<file path="config.mk">
export PLATFORM = sky130hd
export DESIGN_NAME = ades_ctrl
export DESIGN_NICKNAME = d
export VERILOG_FILES = /design/src/hw/rtl/ades_pkg.sv /design/src/hw/rtl/ades_ctrl.sv
export SDC_FILE = /design/constraint.sdc
export NUM_CORES = 1
export LEC_CHECK = 0
export BUFFER_PORTS_ARGS = -buffer_cell sky130_fd_sc_hd__buf_2
export CAP_MARGIN = 30
export CORE_MARGIN = 2
export CORE_UTILIZATION = 40
export CTS_BUF_LIST = sky130_fd_sc_hd__clkbuf_2 sky130_fd_sc_hd__clkbuf_4 sky130_fd_sc_hd__clkbuf_8
export DETAILED_ROUTE_END_ITERATION = 16
export MAX_ROUTING_LAYER = met4
export PLACE_DENSITY = 0.71
export SLEW_MARGIN = 25
export SYNTH_ARGS = -nofsm -noshare
export SYNTH_HDL_FRONTEND = slang
export SYNTH_SLANG_ARGS = --single-unit
</file>
<file path="constraint.sdc">
create_clock -name clock -period 1.2 [get_ports clock]
set_input_delay 0.18 -clock clock [delete_from_list [all_inputs] [get_ports clock]]
set_output_delay 0.18 -clock clock [all_outputs]
set_load 0.05 [all_outputs]
</file>
<file path="src/hw/rtl/ades_pkg.sv">
// Package for the adjacency edge store: field widths, request and status
// codes, and the command/status structs between controller and datapath.
// No dependencies.
`default_nettype none

package ades_pkg;

   // Field widths of the request and response words
   localparam int REQ_W    = 2;
   localparam int VTX_W    = 8;
   localparam int WEIGHT_W = 32;
   localparam int STATUS_W = 3;
   localparam int NBR_W    = 6;
   localparam int COUNT_W  = 7;

   localparam logic [COUNT_W-1:0] COUNT_RESET = 7'd64;

   // Request codes
   localparam logic [REQ_W-1:0] REQ_ADD    = 2'd0;
   localparam logic [REQ_W-1:0] REQ_LIST   = 2'd1;
   localparam logic [REQ_W-1:0] REQ_EDGE   = 2'd2;
   localparam logic [REQ_W-1:0] REQ_VERTEX = 2'd3;

   // Response status codes
   localparam logic [STATUS_W-1:0] ST_OK      = 3'd0;
   localparam logic [STATUS_W-1:0] ST_INVALID = 3'd1;
   localparam logic [STATUS_W-1:0] ST_NO_EDGE = 3'd2;
   localparam logic [STATUS_W-1:0] ST_FULL    = 3'd3;
   localparam logic [STATUS_W-1:0] ST_EMPTY   = 3'd4;

   // Controller to datapath commands
   typedef struct packed {
      logic                load_req;     // capture the request word, clear walk index
      logic                deg_rd_b;     // degree read address: second vertex
      logic                latch_deg_a;
      logic                latch_deg_b;
      logic                wr_a;         // append to first vertex list
      logic                wr_b;         // append to second vertex list
      logic                set_status;   // hold a pending single-word status
      logic [STATUS_W-1:0] status_code;
      logic                idx_step;     // advance walk index
      logic                rsp_single;   // load pending status as response
      logic                rsp_list;     // load current entry as list response
      logic                rsp_found;    // load current entry weight as found
   } ades_cmd_type;

   // Datapath to controller status
   typedef struct packed {
      logic [REQ_W-1:0] req_type;
      logic             a_ok;
      logic             b_ok;
      logic             deg_a_zero;
      logic             room;
      logic             walk_last;
      logic             match;
      logic             out_free;
   } ades_stat_type;

endpackage

`default_nettype wire

</file>
<file path="src/hw/rtl/ades_ctrl.sv">
// Controller of the adjacency edge store: sequences validity check, degree
// reads, appends and list walks. Depends on ades_pkg.
`default_nettype none

module ades_ctrl (
   input  wire logic                    clock,
   input  wire logic                    reset,
   input  wire logic                    req_valid,
   output      logic                    req_ready,
   input  wire ades_pkg::ades_stat_type stat,
   output      ades_pkg::ades_cmd_type  cmd
);

   localparam logic [2:0] S_IDLE  = 3'd0;
   localparam logic [2:0] S_CHECK = 3'd1;
   localparam logic [2:0] S_RDA   = 3'd2;
   localparam logic [2:0] S_RDB   = 3'd3;
   localparam logic [2:0] S_WRA   = 3'd4;
   localparam logic [2:0] S_WRB   = 3'd5;
   localparam logic [2:0] S_WALK  = 3'd6;
   localparam logic [2:0] S_EMIT  = 3'd7;

   logic [2:0] state_ff, state_in;

   // Next state and commands
   always_comb begin
      state_in  = state_ff;
      cmd       = '0;
      req_ready = 1'b0;
      case (state_ff)
         S_IDLE: begin
            // Accept nothing while reset is held
            req_ready = !reset;
            if (req_valid && !reset) begin
               cmd.load_req = 1'b1;
               state_in     = S_CHECK;
            end
         end
         S_CHECK: begin
            if (stat.req_type == ades_pkg::REQ_VERTEX) begin
               cmd.set_status  = 1'b1;
               cmd.status_code = stat.a_ok ? ades_pkg::ST_OK : ades_pkg::ST_INVALID;
               state_in        = S_EMIT;
            end else if (!stat.a_ok ||
                         (stat.req_type != ades_pkg::REQ_LIST && !stat.b_ok)) begin
               cmd.set_status  = 1'b1;
               cmd.status_code = ades_pkg::ST_INVALID;
               state_in        = S_EMIT;
            end else begin
               state_in = S_RDA;
            end
         end
         S_RDA: begin
            cmd.latch_deg_a = 1'b1;
            cmd.deg_rd_b    = 1'b1;
            case (stat.req_type)
               ades_pkg::REQ_ADD: begin
                  state_in = S_RDB;
               end
               ades_pkg::REQ_LIST: begin
                  if (stat.deg_a_zero) begin
                     cmd.set_status  = 1'b1;
                     cmd.status_code = ades_pkg::ST_EMPTY;
                     state_in        = S_EMIT;
                  end else begin
                     state_in = S_WALK;
                  end
               end
               ades_pkg::REQ_EDGE: begin
                  if (stat.deg_a_zero) begin
                     cmd.set_status  = 1'b1;
                     cmd.status_code = ades_pkg::ST_NO_EDGE;
                     state_in        = S_EMIT;
                  end else begin
                     state_in = S_WALK;
                  end
               end
               default: begin
                  state_in = S_IDLE;
               end
            endcase
         end
         S_RDB: begin
            cmd.latch_deg_b = 1'b1;
            if (stat.room) begin
               state_in = S_WRA;
            end else begin
               cmd.set_status  = 1'b1;
               cmd.status_code = ades_pkg::ST_FULL;
               state_in        = S_EMIT;
            end
         end
         S_WRA: begin
            cmd.wr_a = 1'b1;
            state_in = S_WRB;
         end
         S_WRB: begin
            cmd.wr_b        = 1'b1;
            cmd.set_status  = 1'b1;
            cmd.status_code = ades_pkg::ST_OK;
            state_in        = S_EMIT;
         end
         S_WALK: begin
            if (stat.req_type == ades_pkg::REQ_LIST) begin
               // One word per entry; hold the entry while the output stalls
               if (stat.out_free) begin
                  cmd.rsp_list = 1'b1;
                  if (stat.walk_last) begin
                     state_in = S_IDLE;
                  end else begin
                     cmd.idx_step = 1'b1;
                  end
               end
            end else if (stat.match) begin
               if (stat.out_free) begin
                  cmd.rsp_found = 1'b1;
                  state_in      = S_IDLE;
               end
            end else if (stat.walk_last) begin
               cmd.set_status  = 1'b1;
               cmd.status_code = ades_pkg::ST_NO_EDGE;
               state_in        = S_EMIT;
            end else begin
               cmd.idx_step = 1'b1;
            end
         end
         S_EMIT: begin
            if (stat.out_free) begin
               cmd.rsp_single = 1'b1;
               state_in       = S_IDLE;
            end
         end
         default: begin
            state_in = S_IDLE;
         end
      endcase
   end

   // State register
   always_ff @(posedge clock) begin
      if (reset) begin
         state_ff <= S_IDLE;
      end else begin
         state_ff <= state_in;
      end
   end

endmodule

`default_nettype wire

</file>
==> flow_summary.json, run 1 <==
{
  "status": "aborted with a tool error",
  "haltStage": "5_1_grt",
  "stop_error": "[ERROR DPL-0038] Utilization greater than 100%, impossible to legalize",
  "die_w_um": 41.52,
  "pre_cts_slack_ns": -0.3800,
  "synthSimpleGateAreaFrac": 0.4378,
  "synthMuxAreaShare": 0,
  "syn_area_um2": 563.0,
  "placement.io_buffers": 26,
  "synth_cell_types": 36,
  "synth_top_area_frac": 0.1067,
  "synth_xor_area_frac": 0,
  "synth_compound_area_frac": 0.2222,
  "cts_sinks": 3,
  "grt_max_degree": 9,
  "row_count": 13,
  "cts_root_buffer": "clkbuf_4",
  "cts_buffers": 3,
  "worst_endpoint": "cmd[7]",
  "ys_seq_area_frac": 0.1067,
  "die_h_um": 41.52,
  "cts.path.max_buffers": 2,
  "synth_top_area_cell": "dfxtp_1",
  "synthesis.nets": 91,
  "synth_adder_area_share": 0.08889,
  "pin_count": 27,
  "synth_top_family_by_area": "simple AND/OR/NAND/NOR gates",
  "ys_top_cells_by_area": "dfxtp_1, ha_1, buf_6",
  "htree_levels": 1,
  "post-dp-hpwl_um": 1314,
  "syn_inst": 75,
  "gp_congestion": 0.8587,
  "worst-ep-kind": "primary output",
  "ys_ff_latch": 3,
  "ctsHoldBuffers": 0,
  "initial_core_util": 0.4327,
  "avgSynthCellArea_um2": 7.507,
  "yosysWarnings": 0,
  "dp.cells": 131
}
==> timing repair <==
item | in CTS
setup endpoints to repair | 18
pin swaps | 16
cloned | 0
resized for setup | 61
buffers inserted | 12
==> through the flow <==
| stage | cell area (um2) | TNS [ns] | utilization |
|---|---|---|---|
| after floorplan | 701.9 | -3.062 | - |
| after global placement | 937.1 | -2.730 | 0.7202 |
| after detailed placement | 937.1 | -2.900 | 0.7202 |
| after CTS | 1257 | -4.332 | 0.9663 |
==> cells by family after synthesis <==
family / count (synthesis)
and+or+nand+nor: 37
buffers and inverters: 12
AOI/OAI and AO/OA: 19
adders and majority gates: 4
DFF: 3
==> synthesized netlist by cell type (all sizes together) <==
library cell  instances
nor4b                 1
inv                   5
nor2                  6
o21ai                 4
and4                  1
dfxtp                 3
nor2b                 4
or3                   1
o2111ai               1
o41ai                 1
nor4                  2
o211ai                1
o311ai                1
nand4                 1
nor3                  3
and3                  2
o31ai                 2
nand4b                1
nand3b                1
or2                   1
nand2b                1
nand2                 7
a21oi                 3
a31oi                 3
nor3b                 3
a211oi                3
buf                   7
ha                    4
and2                  2
==> inputs of run 2 (changes only) <==
==> config.mk (replaced) <==
export PLATFORM = sky130hd
export DESIGN_NAME = ades_ctrl
export DESIGN_NICKNAME = d
export VERILOG_FILES = /design/src/hw/rtl/ades_pkg.sv /design/src/hw/rtl/ades_ctrl.sv
export SDC_FILE = /design/constraint.sdc
export NUM_CORES = 1
export LEC_CHECK = 0
export BUFFER_PORTS_ARGS = -buffer_cell sky130_fd_sc_hd__buf_2
export CAP_MARGIN = 30
export CORE_AREA = 2 2 63 65
export DETAILED_ROUTE_END_ITERATION = 16
export DIE_AREA = 0 0 65 67
export PLACE_DENSITY_LB_ADDON = 0.15
export SLEW_MARGIN = 25
export SYNTH_ARGS = -nofsm -noshare
export SYNTH_HDL_FRONTEND = slang
export SYNTH_SLANG_ARGS = --single-unit
==> flow_summary.json, run 2 <==
{
  "clock.fmax_ghz": 0.6424,
  "core_um2": 3606,
  "pin_count": 27,
  "cp.required_ns": 1.02,
  "synth_cell_types": 36,
  "cts.path.max_buffers": 2,
  "cts_buffers": 3,
  "regArea_um2": 71.32,
  "min_path_type": "primary input to flip-flop",
  "regMostFlops": "state_ff",
  "layout_commonest_cell": "buf_4",
  "dp.cells": 168,
  "ys_top_cells_by_area": "dfxtp_1, ha_1, buf_6",
  "worst_slack_ns": -0.3567,
  "cap_violations": 0,
  "p_per_area_nw_per_um2": 1276,
  "critPathKind": "flip-flop to output port",
  "antenna_found_initial": 0,
  "first_global_vias": 770,
  "num_vias": 795,
  "synth_most_common_cell": "nand2_1",
  "grt_setup_unrepaired": "yes",
  "overflow": 0,
  "wire_per_inst_um": 11.75,
  "synth-edff-count": 0,
  "relSlewSlack": 0.8020,
  "setup_viol": 17,
  "worstPathArrival_ns": 1.38,
  "die_w_um": 65,
  "initial_core_util": 0.1561,
  "cts_tree": "done",
  "wl_um": 2186,
  "peakVddDrop_v": 0.0004376,
  "synth_common_cells": "nand2_1, nor2_1",
  "async_reset_ff_frac": 0,
  "reg.largest.list": "state_ff x3",
  "status": "finished, violations left",
  "syn_area_um2": 563.0,
  "grt_pass1_wl_um": 3588,
  "reg2reg_depth": 6,
  "fin_skew_ns": 0.003378,
  "violations": "negative setup slack",
  "n_fill_cell": 359,
  "htree_levels": 1,
  "ctsHoldBuffers": 0,
  "path_clk_slew_ns": 0.03,
  "hold_viol": 0,
  "first_pass_iters": 1,
  "post-dp-hpwl_um": 1531,
  "drc_errors": 0,
  "syn_inst": 75,
  "grt_max_degree": 11,
  "holdPathStages": 3,
  "multi_input_area_um2": 646.9,
  "cp-end-kind": "output port",
  "grt_usage": 0.1038,
  "startpoint_type": "flip-flop",
  "yosysWarnings": 0,
  "crit_fanout": 7,
  "synthFlopType": "dfxtp_1",
  "final_cells": 186,
  "tightest_slew_ns": 0.2924,
  "cts_sinks": 3,
  "row_count": 22,
  "synth_top_area_frac": 0.1067,
  "fin_nets": 155,
  "p_leak_nw": 0.6137,
  "insertion_delay_ns": 0.22,
  "slew_violations": 0,
  "ant_nets": 0,
  "ys_seq_area_frac": 0.1067,
  "layout_common_cells": "buf_4, buf_6, buf_2",
  "drive_above_1_share": 0.7681,
  "n_antenna_cell": 0,
  "avgViaCountPerCell": 4.274,
  "synthesis.nets": 91,
  "drtIter0Drc": 0,
  "gp_congestion": 0.7316,
  "synth_top_area_cell": "dfxtp_1",
  "largest_register_ffs": 3,
  "syn2layout_area_growth_pct": 163.3,
  "ys_ff_latch": 3,
  "avgSynthCellArea_um2": 7.507,
  "die_h_um": 67,
  "tns_ns": -4.281,
  "cts_root_buffer": "clkbuf_8",
  "placement.io_buffers": 26,
  "dieArea_um2": 4355,
  "post-route-min-period_ns": 1.557,
  "fin_crit_sh": 1.297
}
==> run 2: cell counts after synthesis <==
No cell type changed its count.
==> run 2: path summary, 6_finish.rpt <==
kind | start | end | slack, ns
worst max-delay path | state_ff[1] | cmd[7] | -0.36
worst min-delay path | reset | state_ff[1] | 0.30
worst min register to register | state_ff[0] | state_ff[1] | 0.69
worst max register to register | state_ff[2] | state_ff[0] | -0.22
==> run 2: layer usage <==
metal  vias to the layer above  global-route usage  wire [um]  part of all wire
li1                        402                   -          -                 -
met1                       375              0.1275        962              0.44
met2                        18              0.1933       1140              0.52
met3                         0             0.02027         83             0.038
met4                         0            0.007979          0                 0
met5                         -                   0          0                 0
==> run 2: repair_timing <==
action	in CTS	in global routing
pin swaps	11	12
endpoints found under the setup margin	17	18
hold endpoints to repair	0	0
gates resized for setup	66	19
setup buffers	8	10
==> run 2: final cells by class <==
class                      instances  share of cell area
multi-input combinational         60              0.4363
timing repair buffer              66              0.4186
sequential                         3             0.04810
tap                               48             0.04051
clock buffer                       4             0.03038
inverter                           5             0.02616
==> run 2: cells by family after synthesis <==
kind of cell	synth area share
AND/OR/NAND/NOR	0.4378
AO/OA/AOI/OAI	0.2222
buffers and inverters	0.1444
adder cells (fa/ha/maj)	0.08889
flip-flops	0.1067
==> run 2: through the flow <==
| stage | power (mW) | area (um2) | setup WS [ns] | utilization | hold WS [ns] |
|---|---|---|---|---|---|
| finish | 1.891 | 1483 | -0.3567 | 0.4112 | 0.2997 |
| global route | 1.994 | 1483 | -0.4104 | 0.4112 | 0.3108 |
| CTS | 1.719 | 1344 | -0.3657 | 0.3727 | 0.2952 |
| detailed placement | 1.136 | 1008 | -0.4160 | 0.2797 | 0.5118 |
| global placement | 1.138 | 1008 | -0.3859 | 0.2797 | 0.5036 |
| floorplan | 0.8869 | 701.9 | -0.8534 | - | 0.2420 |
==> run 2: critical path: stages, from the launching register on <==
cell      delay [ns]
dfxtp_4         0.38
nor3b_4         0.23
and4_4          0.25
nand4b_1        0.13
buf_6           0.17
==> run 2: power breakdown <==
group / internal, mW / total (mW) / switching [mW]
logic: 0.686 / 1.40 / 0.709
clock network: 0.226 / 0.291 / 0.0645
registers: 0.137 / 0.205 / 0.0679
total: 1.05 / 1.89 / 0.842
(Power assumes the default switching activity.)
